[config.mk]
export PLATFORM = sky130hd
export DESIGN_NAME = dual_window_peak_detector_top
export DESIGN_NICKNAME = d
export VERILOG_FILES = /design/src/rtl/core/dwpd_pkg.sv /design/src/rtl/core/dwpd_lane.sv /design/src/rtl/core/dwpd_outq.sv /design/src/rtl/core/dual_window_peak_detector_top.sv
export SDC_FILE = /design/constraint.sdc
export NUM_CORES = 1
export LEC_CHECK = 0
export ABC_AREA = 1
export BUFFER_PORTS_ARGS = -buffer_cell sky130_fd_sc_hd__buf_2
export CORE_ASPECT_RATIO = 0.7
export CORE_MARGIN = 8
export CORE_UTILIZATION = 66
export CTS_BUF_LIST = sky130_fd_sc_hd__clkbuf_8
export CTS_CLUSTER_DIAMETER = 80
export DETAILED_ROUTE_END_ITERATION = 6
export PLACE_DENSITY = 0.84
export SYNTH_ARGS = -nofsm -noshare
export SYNTH_HDL_FRONTEND = slang
export SYNTH_SLANG_ARGS = --single-unit
[constraint.sdc]
create_clock -name aclk -period 14.4 [get_ports aclk]
set_input_delay 1.44 -clock aclk [delete_from_list [all_inputs] [get_ports aclk]]
set_output_delay 1.44 -clock aclk [all_outputs]
set_load 0.05 [all_outputs]
[src/rtl/core/dwpd_pkg.sv]
// ============================================================================
// dwpd_pkg: shared types and constants of the dual-window peak detector
// Field widths, register indexes, reset values and the request record that
// travels from the tracker lanes to the output queue.
// ============================================================================
package dwpd_pkg;

    // Field widths fixed by the stream format
    localparam int TSTAT_W    = 16;
    localparam int VAL_W      = TSTAT_W + 1;
    localparam int WIN_W      = 11;
    localparam int HALF_W     = WIN_W - 1;
    localparam int OUT_POS_W  = 20;
    localparam int CFG_ADDR_W = 3;
    localparam int CFG_DATA_W = 16;

    // Position range default
    localparam int MAX_POSITIONS_DEF = 1048576;

    // Tracker value reset marker, above every 16-bit value
    localparam logic [VAL_W-1:0] INF_MARK = {1'b1, {TSTAT_W{1'b0}}};

    // Configuration register indexes
    localparam logic [CFG_ADDR_W-1:0] REG_SHORT_THR = 3'd0;
    localparam logic [CFG_ADDR_W-1:0] REG_LONG_THR  = 3'd1;
    localparam logic [CFG_ADDR_W-1:0] REG_SHORT_WIN = 3'd2;
    localparam logic [CFG_ADDR_W-1:0] REG_LONG_WIN  = 3'd3;
    localparam logic [CFG_ADDR_W-1:0] REG_PEAK_HGT  = 3'd4;

    // Configuration reset values
    localparam logic [WIN_W-1:0] SHORT_WIN_RST = 11'd3;
    localparam logic [WIN_W-1:0] LONG_WIN_RST  = 11'd6;

    // Output queue sizing, counted in input items
    localparam int QUEUE_DEPTH = 4;
    localparam int QPTR_W      = $clog2(QUEUE_DEPTH);
    localparam int QCNT_W      = $clog2(QUEUE_DEPTH + 1);

    // Status flags of one tracker lane for one item
    typedef struct packed {
        logic over;
        logic emit;
    } dwpd_flags_t;

    // Results of one item, short result ahead of long result
    typedef struct packed {
        logic                 short_vld;
        logic [OUT_POS_W-1:0] short_pos;
        logic                 long_vld;
        logic [OUT_POS_W-1:0] long_pos;
    } dwpd_req_t;

endpackage

[src/rtl/core/dwpd_lane.sv]
// ============================================================================
// dwpd_lane: one peak tracker lane
// Follows a falling minimum, arms on a rise above peak height, follows the
// maximum, confirms on a drop above peak height from a maximum over the threshold
// and emits the peak position once more than half a window has passed.
// ============================================================================
module dwpd_lane #(
    parameter int POS_W = 20
) (
    input  logic                          aclk,
    input  logic                          aresetn,
    input  logic                          accept,
    input  logic                          clear,
    input  logic                          enable,
    input  logic [dwpd_pkg::TSTAT_W-1:0]  cur,
    input  logic [POS_W-1:0]              pos,
    input  logic [dwpd_pkg::TSTAT_W-1:0]  thr,
    input  logic [dwpd_pkg::HALF_W-1:0]   half_win,
    input  logic [dwpd_pkg::TSTAT_W-1:0]  min_step,
    output dwpd_pkg::dwpd_flags_t         flags,
    output logic [POS_W-1:0]              peak_pos
);
    import dwpd_pkg::*;

    logic [VAL_W-1:0] val_reg,   val_next;
    logic [POS_W-1:0] ppos_reg,  ppos_next;
    logic             armed_reg, armed_next;
    logic             conf_reg,  conf_next;

    logic [VAL_W-1:0] base_val;
    logic [POS_W-1:0] base_ppos;
    logic             base_armed;
    logic             base_conf;
    logic [VAL_W-1:0] cur_ext;
    logic [VAL_W:0]   rise_lim;
    logic [VAL_W-1:0] fall_lim;
    logic [VAL_W-1:0] val_trk;
    logic [POS_W-1:0] ppos_trk;
    logic             armed_trk;
    logic             conf_trk;
    logic             over_trk;
    logic             emit_trk;
    logic [POS_W-1:0] pos_gap;

    // State as seen by this item, after a clear request
    always_comb begin
        if (clear) begin
            base_val   = INF_MARK;
            base_ppos  = '0;
            base_armed = 1'b0;
            base_conf  = 1'b0;
        end else begin
            base_val   = val_reg;
            base_ppos  = ppos_reg;
            base_armed = armed_reg;
            base_conf  = conf_reg;
        end
    end

    assign cur_ext  = {1'b0, cur};
    assign rise_lim = {1'b0, base_val} + (VAL_W + 1)'(min_step);
    assign fall_lim = cur_ext + VAL_W'(min_step);

    // Tracker update for one value
    always_comb begin
        val_trk   = base_val;
        ppos_trk  = base_ppos;
        armed_trk = base_armed;
        conf_trk  = base_conf;
        over_trk  = 1'b0;
        emit_trk  = 1'b0;
        pos_gap   = '0;
        if (!base_armed) begin
            if (cur_ext < base_val) begin
                val_trk = cur_ext;
            end else if ({1'b0, cur_ext} > rise_lim) begin
                val_trk   = cur_ext;
                ppos_trk  = pos;
                armed_trk = 1'b1;
            end
        end else begin
            if (cur_ext > base_val) begin
                val_trk  = cur_ext;
                ppos_trk = pos;
            end
            over_trk = (val_trk > {1'b0, thr});
            if (over_trk && (val_trk > fall_lim)) begin
                conf_trk = 1'b1;
            end
            pos_gap = pos - ppos_trk;
            if (conf_trk && (pos_gap > POS_W'(half_win))) begin
                emit_trk  = 1'b1;
                armed_trk = 1'b0;
                val_trk   = cur_ext;
                conf_trk  = 1'b0;
            end
        end
    end

    // Skipped items keep the state as seen by this item, cleared after a clear request
    always_comb begin
        if (enable) begin
            val_next   = val_trk;
            ppos_next  = ppos_trk;
            armed_next = armed_trk;
            conf_next  = conf_trk;
        end else begin
            val_next   = base_val;
            ppos_next  = base_ppos;
            armed_next = base_armed;
            conf_next  = base_conf;
        end
    end

    // The peak position serves both the mask span and the emitted result.
    assign flags.over = enable && over_trk;
    assign flags.emit = enable && emit_trk;
    assign peak_pos   = ppos_trk;

    // Tracker state registers
    always_ff @(posedge aclk) begin
        if (!aresetn) begin
            val_reg   <= INF_MARK;
            ppos_reg  <= '0;
            armed_reg <= 1'b0;
            conf_reg  <= 1'b0;
        end else if (accept) begin
            val_reg   <= val_next;
            ppos_reg  <= ppos_next;
            armed_reg <= armed_next;
            conf_reg  <= conf_next;
        end
    end

endmodule

[src/rtl/core/dwpd_outq.sv]
// ============================================================================
// dwpd_outq: result merge and output queue
// Holds the results of up to four items and sends them one per request,
// the short result ahead of the long one, with tlast on the final one.
// ============================================================================
module dwpd_outq (
    input  logic                aclk,
    input  logic                aresetn,
    input  logic                push,
    input  dwpd_pkg::dwpd_req_t push_req,
    output logic                in_ready,
    output logic                m_tvalid,
    input  logic                m_tready,
    output logic [23:0]         m_tdata,   // [19:0] peak_position, [23:20] zero
    output logic                m_tuser,   // [0] from_long
    output logic                m_tlast    // last_of_run
);
    import dwpd_pkg::*;

    dwpd_req_t           q_mem [QUEUE_DEPTH];
    logic [QPTR_W-1:0]   wr_ptr_reg, wr_ptr_next;
    logic [QPTR_W-1:0]   rd_ptr_reg, rd_ptr_next;
    logic [QCNT_W-1:0]   cnt_reg,    cnt_next;
    logic                first_done_reg, first_done_next;
    dwpd_req_t           head;
    logic                sel_long;
    logic                out_take;
    logic                pop;
    logic                do_push;

    assign in_ready = (cnt_reg != QCNT_W'(QUEUE_DEPTH));
    assign do_push  = push && in_ready;
    assign head     = q_mem[rd_ptr_reg];

    // Pick the short result first when both are present
    assign sel_long = !head.short_vld || first_done_reg;
    assign m_tvalid = (cnt_reg != '0);
    assign m_tdata  = {4'b0, (sel_long ? head.long_pos : head.short_pos)};
    assign m_tuser  = sel_long;
    assign m_tlast  = sel_long || !head.long_vld;

    assign out_take = m_tvalid && m_tready;
    assign pop      = out_take && m_tlast;

    // Pointer, count and sub-result bookkeeping
    always_comb begin
        wr_ptr_next     = do_push ? wr_ptr_reg + 1'b1 : wr_ptr_reg;
        rd_ptr_next     = pop ? rd_ptr_reg + 1'b1 : rd_ptr_reg;
        cnt_next        = cnt_reg + QCNT_W'(do_push) - QCNT_W'(pop);
        first_done_next = first_done_reg;
        if (out_take) begin
            first_done_next = !m_tlast;
        end
    end

    always_ff @(posedge aclk) begin
        if (!aresetn) begin
            wr_ptr_reg     <= '0;
            rd_ptr_reg     <= '0;
            cnt_reg        <= '0;
            first_done_reg <= 1'b0;
        end else begin
            wr_ptr_reg     <= wr_ptr_next;
            rd_ptr_reg     <= rd_ptr_next;
            cnt_reg        <= cnt_next;
            first_done_reg <= first_done_next;
        end
    end

    // Queue storage
    always_ff @(posedge aclk) begin
        if (do_push) begin
            q_mem[wr_ptr_reg] <= push_req;
        end
    end

endmodule

[src/rtl/core/dual_window_peak_detector_top.sv]
// ============================================================================
// dual_window_peak_detector_top: dual-window t-statistic peak detector
// Two tracker lanes, short and long window, find boundary peaks in a stream
// of t-statistic pairs; a merge queue sends the peak positions out.
// ============================================================================
// The block takes one t-statistic pair per clock cycle while s_tready is high and
// updates both tracker lanes in that same cycle, so the short lane's masking of the
// long lane acts within the item. Each item gives zero, one or two peak positions,
// which can appear on the result stream from the cycle after the item is accepted;
// the output queue holds the results of four items and sends one result per cycle
// while m_tready is high, an item with two results as two transfers. s_tready
// drops only while those four item slots are full. The first item of a read
// carries first_of_read in s_tuser and is position 0; positions stop at MAX_POSITIONS-1.
module dual_window_peak_detector_top #(
    parameter int MAX_POSITIONS = dwpd_pkg::MAX_POSITIONS_DEF
) (
    input  logic                            aclk,
    input  logic                            aresetn,
    // Input stream
    input  logic                            s_tvalid,
    output logic                            s_tready,
    input  logic [31:0]                     s_tdata,   // [15:0] tstat_short, [31:16] tstat_long
    input  logic                            s_tuser,   // [0] first_of_read
    // Result stream
    output logic                            m_tvalid,
    input  logic                            m_tready,
    output logic [23:0]                     m_tdata,   // [19:0] peak_position, [23:20] zero
    output logic                            m_tuser,   // [0] from_long
    output logic                            m_tlast,   // last_of_run
    // Configuration write port
    input  logic                            cfg_wr_en,
    input  logic [dwpd_pkg::CFG_ADDR_W-1:0] cfg_addr,
    input  logic [dwpd_pkg::CFG_DATA_W-1:0] cfg_wdata
);
    import dwpd_pkg::*;

    localparam int POS_W  = $clog2(MAX_POSITIONS);
    localparam int MASK_W = ((POS_W > WIN_W) ? POS_W : WIN_W) + 1;
    localparam logic [POS_W-1:0] POS_LAST = POS_W'(MAX_POSITIONS - 1);

    logic [TSTAT_W-1:0] short_thr_reg;
    logic [TSTAT_W-1:0] long_thr_reg;
    logic [WIN_W-1:0]   short_win_reg;
    logic [WIN_W-1:0]   long_win_reg;
    logic [TSTAT_W-1:0] peak_hgt_reg;

    logic [POS_W-1:0]   pos_cnt_reg, pos_cnt_next;
    logic [MASK_W-1:0]  masked_reg,  masked_next;

    logic               accept;
    logic               first;
    logic [POS_W-1:0]   pos;
    logic               pos_live;
    logic [MASK_W-1:0]  masked_base;
    logic               long_clear;
    logic               long_en;

    dwpd_flags_t        short_flags;
    dwpd_flags_t        long_flags;
    logic [POS_W-1:0]   short_peak_pos;
    logic [POS_W-1:0]   long_peak_pos;
    dwpd_req_t          req;
    logic               q_ready;

    // Configuration registers
    always_ff @(posedge aclk) begin
        if (!aresetn) begin
            short_thr_reg <= '0;
            long_thr_reg  <= '0;
            short_win_reg <= SHORT_WIN_RST;
            long_win_reg  <= LONG_WIN_RST;
            peak_hgt_reg  <= '0;
        end else if (cfg_wr_en) begin
            unique case (cfg_addr)
                REG_SHORT_THR: short_thr_reg <= cfg_wdata;
                REG_LONG_THR:  long_thr_reg  <= cfg_wdata;
                REG_SHORT_WIN: short_win_reg <= cfg_wdata[WIN_W-1:0];
                REG_LONG_WIN:  long_win_reg  <= cfg_wdata[WIN_W-1:0];
                REG_PEAK_HGT:  peak_hgt_reg  <= cfg_wdata;
                default: ;
            endcase
        end
    end

    assign s_tready = q_ready;
    assign accept   = s_tvalid && s_tready;
    assign first    = s_tuser;

    // Position of this item and saturating counter
    assign pos          = first ? '0 : pos_cnt_reg;
    assign pos_live     = (pos != '0);
    assign pos_cnt_next = (pos < POS_LAST) ? pos + 1'b1 : pos;

    // Short lane
    dwpd_lane #(
        .POS_W(POS_W)
    ) u_short (
        .aclk        (aclk),
        .aresetn     (aresetn),
        .accept      (accept),
        .clear       (first),
        .enable      (pos_live),
        .cur         (s_tdata[15:0]),
        .pos         (pos),
        .thr         (short_thr_reg),
        .half_win    (short_win_reg[WIN_W-1:1]),
        .min_step    (peak_hgt_reg),
        .flags       (short_flags),
        .peak_pos    (short_peak_pos)
    );

    // Long lane masking by a strong short peak
    assign masked_base = first ? '0 : masked_reg;
    assign masked_next = short_flags.over
                       ? MASK_W'(short_peak_pos) + MASK_W'(short_win_reg)
                       : masked_base;
    assign long_clear  = first || short_flags.over;
    assign long_en     = pos_live && (masked_next < MASK_W'(pos));

    // Long lane
    dwpd_lane #(
        .POS_W(POS_W)
    ) u_long (
        .aclk        (aclk),
        .aresetn     (aresetn),
        .accept      (accept),
        .clear       (long_clear),
        .enable      (long_en),
        .cur         (s_tdata[31:16]),
        .pos         (pos),
        .thr         (long_thr_reg),
        .half_win    (long_win_reg[WIN_W-1:1]),
        .min_step    (peak_hgt_reg),
        .flags       (long_flags),
        .peak_pos    (long_peak_pos)
    );

    always_ff @(posedge aclk) begin
        if (!aresetn) begin
            pos_cnt_reg <= '0;
            masked_reg  <= '0;
        end else if (accept) begin
            pos_cnt_reg <= pos_cnt_next;
            masked_reg  <= masked_next;
        end
    end

    // Merge the lane results of this item
    assign req.short_vld = short_flags.emit;
    assign req.short_pos = OUT_POS_W'(short_peak_pos);
    assign req.long_vld  = long_flags.emit;
    assign req.long_pos  = OUT_POS_W'(long_peak_pos);

    dwpd_outq u_outq (
        .aclk     (aclk),
        .aresetn  (aresetn),
        .push     (accept && (short_flags.emit || long_flags.emit)),
        .push_req (req),
        .in_ready (q_ready),
        .m_tvalid (m_tvalid),
        .m_tready (m_tready),
        .m_tdata  (m_tdata),
        .m_tuser  (m_tuser),
        .m_tlast  (m_tlast)
    );

    // A full queue always has a result to offer
    a_full_has_output: assert property (@(posedge aclk) disable iff (!aresetn)
        !s_tready |-> m_tvalid)
        else $error("input stalled with no result pending");

    // Neither lane acts on position zero
    a_no_pos_zero: assert property (@(posedge aclk) disable iff (!aresetn)
        (accept && first) |-> (!short_flags.emit && !long_flags.emit
                               && !long_flags.over))
        else $error("lane active at position zero");

    // A masking short peak leaves the long lane unarmed for this item
    a_mask_no_long_emit: assert property (@(posedge aclk) disable iff (!aresetn)
        short_flags.over |-> !long_flags.emit)
        else $error("long lane emitted while masked");

    // The item after the start of a read is position one
    a_restart_count: assert property (@(posedge aclk) disable iff (!aresetn)
        (accept && first) |=> (pos_cnt_reg == POS_W'(1)))
        else $error("position counter not restarted");

endmodule
==> impl_metrics.ini, run 1 <==
[clock_tree]
cts_resized = 0
cts_hold_buf = 0
htreeDepth = 2
clk_latency_ns = 0.65
cts_tree = done
post_cts_buffers = 0
cts_buffers = 56
cts-root-buf = clkbuf_8
clkTransAtPathRegs_ns = 0.06
clk_path_buf_depth = 3
clkSinkCount = 366

[timing]
max_freq_ghz = 0.0792
clock_skew_ns = 0.0495
hold_viol_final = 0
period_share_pct = 87.7
finalCriticalPeriod_ns = 12.63
fin_setup_tns_ns = 0
rsz0062_at_grt = false
relSlewSlack_pct = 16.5
worstMarginPinSlew_ns = 1.24
slew_viol_final = 0
finalSetupViolations = 0

[global_routing]
grt-ovfl-total = 0
grt_antenna_before_repair = 1
grt_max_degree = 101
grt_usage_pct = 32.6
grt_pass1_vias = 23600
grt_first_pass_wirelength_um = 127000

[logic_synthesis]
ys.flop_type = dfxtp_1
synth_warnings = 0
post-synth-top-count-cell = nand2_1
synth_common_cells = nand2_1 (723), o21ai_0 (439), inv_1 (412), a21oi_1 (411), nor2_1 (332)
netlist_instances = 3732
synthesis.area_sq_um = 27200
ys_ff_latch = 366
synth.largest_area_cell = edfxtp_1
synth_edf_count = 168
yosysTopAreaCellShare_pct = 18.6
synth_area_leaders = edfxtp_1 (19%), dfxtp_1 (15%), ha_1 (13%), nand2_1 (10%), o21ai_0 (8.1%)
synth-seq-area-share_pct = 33.2
synth_cell_types = 61
syn_area_per_cell_sq_um = 7.28
ys_async_sr_fraction_pct = 0

[final_layout]
antenna_cells = 0
syn_to_final_growth_pct = 7.28
fin_nets = 4093
largest_reg_flops = 168
fin_util_pct = 71.4
drive_gt1_share_pct = 6.86

[route]
wirelength_um = 80500
via_count = 26300
drtIter0Drc = 3209
viasPerCell = 6.06
drtAntennaViolNets = 0
dr.pass1.iters = 7
wire_per_inst_um = 18.6
drc = 0

[power_and_ir_drop]
p_sw_mw = 1.47
power_mw = 3.57
peakVddDrop_mv = 0.138
p_int_mw = 2.10
pwr-share-comb_pct = 40.0
switching_share_pct = 41.2
p_per_area_nw_per_um2 = 123
p_seq_share_pct = 32.9
p_clk_share_pct = 27.1
p_leak_nw = 13.3

[placed_design]
port_buffers = 80
hpwl_um = 58100
gp_congestion = 1.02

[hold_path]
hold_path_class = flop to flop

[floorplanning]
die_h_um = 186
start_util_pct = 66.6
die-area_sq_um = 48000
ios = 85
die_x_um = 259
core_area_sq_um = 40800
rows = 62

[critical_path]
crit_start = s_tuser
path_class = primary input to flop
r2r_start = u_short.val_reg[6]
crit_path_max_incr_delay_ns = 0.79
crit_fanout = 47
crit_arrival_ns = 12.95
crit_path_end = u_outq.q_mem[3][10]
r2r_end = u_outq.q_mem[3][10]
end_kind = flop
critPathRequiredTime_ns = 14.72
rrSetupSlack_ns = 2.82
slowest_stage = nor2_4
start_kind = primary input
path_common_cell = nand2_1
r2r_cells = 62

[job]
drv_cap = 0

[outcome]
outcome = complete, no violations
[cell type report]
| class | count | area (sq um) |
|---|---|---|
| sequential | 366 | 9010 |
| tap | 544 | 681 |
| clock inverter | 40 | 344 |
| multi-input combinational | 2780 | 16000 |
| clock buffer | 66 | 908 |
| fill | 3401 | 11700 |
| timing repair buffer | 116 | 671 |
| inverter | 421 | 1580 |
[power groups by stage]
stage	registers, mW	clock network, mW	logic, mW
floorplan	1.18	0	1.07
global placement	1.19	0	1.38
detailed placement	1.19	0	1.39
CTS	1.17	0.973	1.40
global route	1.18	1.02	1.58
finish	1.17	0.968	1.43
[cell usage in the layout (no fill, tap or decap), types with 12 or more instances in the layout]
cell | netlist | routed
nand3_1 | 151 | 151
buf_4 | 4 | 36
nand2_2 | 11 | 12
ha_1 | 288 | 288
a21oi_1 | 411 | 411
inv_1 | 412 | 433
nand2_1 | 723 | 721
o21bai_1 | 38 | 38
nor2_1 | 332 | 326
clkbuf_8 | 0 | 66
o211ai_1 | 27 | 27
xnor2_1 | 30 | 30
a31oi_1 | 27 | 27
o22ai_1 | 26 | 26
buf_2 | 8 | 80
nor3_1 | 48 | 48
nand4_1 | 29 | 29
xor2_1 | 61 | 61
o21ai_0 | 439 | 439
dfxtp_1 | 198 | 197
edfxtp_1 | 168 | 168
[worst max-delay path, delay by kind of cell]
family | cells | cell delay (ns)
AO/OA/AOI/OAI | 9 | 1.54
XOR/XNOR | 1 | 0.15
adder cells (fa/ha/maj) | 5 | 1.64
buffers and inverters | 8 | 2.07
AND/OR/NAND/NOR | 41 | 6.00
[routing by layer]
layer  part of all wire (%)  track usage (%)  routed length (um)
met1                     44             49.1               35800
met2                     39             46.3               31700
met3                     14             8.44               11500
met4                    2.0             6.87                1570
met5                      0                0                   0
[worst min-delay path by stage]
stage | slack (ns) | to | cells after the start | from
global placement | 0.45 | long_thr_reg[5] | 2 | long_thr_reg[5]
floorplan | 0.44 | long_thr_reg[10] | 2 | long_thr_reg[10]
global route | 0.48 | u_short.val_reg[1] | 2 | u_short.val_reg[1]
finish | 0.46 | flop | 2 | u_outq.rd_ptr_reg[1]
detailed placement | 0.46 | u_long.ppos_reg[0] | 2 | u_long.ppos_reg[0]
CTS | 0.47 | u_long.ppos_reg[0] | 2 | u_long.ppos_reg[0]
[kinds of logic after synthesis]
| group | Yosys count | synth area share (%) |
|---|---|---|
| and+or+nand+nor | 1344 | 20.8 |
| AOI/OAI and AO/OA | 1046 | 21.0 |
| buffers and inverters | 589 | 8.38 |
| DFF | 366 | 33.2 |
| adders and majority gates | 295 | 13.8 |
| xor gates and xnor gates | 91 | 2.93 |
| other | 1 | 0.0138 |
[stage by stage]
step | cells | hold WS [ns] | area, sq um | worst slack, ns
after CTS | 4333 | 0.465 | 29100 | 2.18
after global routing | 4333 | 0.483 | 29100 | 1.06
final | 4333 | 0.464 | 29100 | 1.77
after floorplan | 3735 | 0.435 | 27200 | 1.56
after global placement | 4227 | 0.449 | 27900 | 1.70
after detailed placement | 4227 | 0.455 | 27900 | 1.58
(Power assumes the default switching activity.)
==> run 2, diff against run 1 <==
CORE_UTILIZATION = 59   (was 66)
PLACE_DENSITY = 0.79   (was 0.84)
clock period = 11.19 ns   (was 14.4 ns; I/O delays follow)
==> run 2 against run 1 <==
Via count is 1.1% lower; final area is 1.3% higher; clock power is 24% higher; sequential power is 31% higher; clock skew is 0.026 ns lower; critical path depth stayed put; routed wire length is 1.9% higher; power is 28% higher.
==> impl_metrics.ini, run 2 (synthesized netlist as in run 1, its figures left out) <==
[placed_design]
place_ws_ns = -0.226
gp_congestion = 0.988
hpwl_um = 60600
port_buffers = 80

[route]
viasPerCell = 5.86
via_count = 26000
drtIter0Drc = 3052
drtAntennaViolNets = 0
wire_per_inst_um = 18.5
dr.pass1.iters = 6
wirelength_um = 82000
drc = 0

[floorplanning]
core_area_sq_um = 45200
rows = 65
ios = 85
die-area_sq_um = 53300
die_x_um = 272
start_util_pct = 60.1
die_h_um = 196

[power_and_ir_drop]
p_per_area_nw_per_um2 = 155
switching_share_pct = 41.9
power_mw = 4.58
p_int_mw = 2.66
p_seq_share_pct = 33.3
p_leak_nw = 13.4
p_sw_mw = 1.92
pwr-share-comb_pct = 40.4
peakVddDrop_mv = 0.103
p_clk_share_pct = 26.2

[final_layout]
fin_nets = 4128
syn_to_final_growth_pct = 8.70
largest_reg_flops = 168
final_common_cell = nand2_1
final_cell_mix = nand2_1 (720), o21ai_0 (428), inv_1 (424), a21oi_1 (411), nor2_1 (323)
fillers = 3966
drive_gt1_share_pct = 8.03

[timing]
worstMarginPinSlew_ns = 1.14
finalCriticalPeriod_ns = 10.46
hold_viol_final = 0
rsz0062_at_grt = false
worst_slack_ns = 0.729
clock_skew_ns = 0.0236
max_freq_ghz = 0.0956
relSlewSlack_pct = 23.9
finalSetupViolations = 0
period_share_pct = 93.5
slew_viol_final = 0
hold_slack_ns = 0.464

[clock_tree]
clk_path_buf_depth = 3
cts_tree = done
htreeDepth = 2
cts_hold_buf = 0
cts-root-buf = clkbuf_8
clk_latency_ns = 0.67
cts_buffers = 58
clkSinkCount = 366
clkTransAtPathRegs_ns = 0.06

[critical_path]
crit_buf_inv = 8
path_common_cell = nand2_1
crit_fanout = 16
slowest_stage = ha_1
path_delay_family = compound AO/OA/AOI/OAI gates
end_kind = flop
critPathRequiredTime_ns = 11.78
crit_arrival_ns = 11.05
crit_path_max_incr_delay_ns = 0.45
path_class = primary input to flop
start_kind = primary input

[hold_path]
hold_path_class = flop to flop

[global_routing]
grt_antenna_before_repair = 2
grt-ovfl-total = 0
grt_max_degree = 101
grt_usage_pct = 29.8
grt_first_pass_wirelength_um = 129000
grt_pass1_vias = 23100

[outcome]
outcome = complete, no violations

[job]
drv_cap = 0
-- run 2: cell count changes in the layout (fill, tap and decap cells not counted), moves of 2 or more --
cell and delta:
buf_4 +27, buf_12 +6, nor2_1 -3, inv_1 -9, clkbuf_8 -2, clkinv_2 +11
clkinv_1 +3, o21ai_0 -11, nor2_4 +2, o21ai_1 +11, bufinv_16 -2, clkinvlp_4 +3
-- run 2: worst paths after layout --
kind | startpoint | end | slack [ns] | cells past startpoint
hold reg to reg | u_short.val_reg[0] | u_short.val_reg[0] | 0.46 | 2
setup reg to reg | peak_hgt_reg[1] | u_outq.cnt_reg[2] | 1.04 | 60
setup / recovery | s_tuser | u_outq.cnt_reg[2] | 0.73 | 64
hold / removal | u_short.val_reg[0] | u_short.val_reg[0] | 0.46 | 2
-- run 2: power groups by stage --
| stage | sequential [mW] | clock (mW) | combinational [mW] |
|---|---|---|---|
| 5_1_grt | 1.54 | 1.28 | 2.05 |
| 6_report | 1.53 | 1.20 | 1.85 |
| 4_1_cts | 1.53 | 1.22 | 1.82 |
| 2_1_floorplan | 1.52 | 0 | 1.38 |
| 3_3_place_gp | 1.55 | 0 | 1.79 |
| 3_5_place_dp | 1.55 | 0 | 1.81 |
-- run 2: worst min-delay path, stage by stage, from the launching register on --
cell and delay [ns]:
dfxtp_1 0.31, nand2_1 0.06, a21oi_1 0.06
-- run 2: per-layer routing --
layer / track usage, % / vias up / wire [um]
li1: - / 12800 / -
met1: 46.1 / 11700 / 38100
met2: 40.6 / 1340 / 32000
met3: 7.64 / 113 / 10500
met4: 6.52 / 2 / 1390
met5: 0 / - / 13
-- run 2: final cells by class --
cell class                 instances  area [sq um]  area share [%]
clock buffer                      64           881            2.98
antenna                            1          2.50         0.00847
tap                              603           754            2.55
multi-input combinational       2780         16000            54.1
timing repair buffer             149           993            3.36
clock inverter                    45           327            1.11
inverter                         421          1590            5.38
sequential                       366          9010            30.5
-- run 2: stage by stage --
step | setup TNS, ns | utilization, % | cells | instance area [sq um]
6_report | 0 | 65.3 | 4429 | 29500
5_1_grt | 0 | 65.3 | 4429 | 29500
4_1_cts | 0 | 65.2 | 4425 | 29500
3_5_place_dp | -3.41 | 62.5 | 4316 | 28300
3_3_place_gp | -2.03 | 62.5 | 4316 | 28300
2_1_floorplan | 0 | - | 3735 | 27200
-- run 2: repair_timing --
item | CTS | global route
endpoints found under the hold margin | 0 | 0
endpoints found under the setup margin | 0 | 192
buffers inserted | 0 | 3
resized for setup | 0 | 18
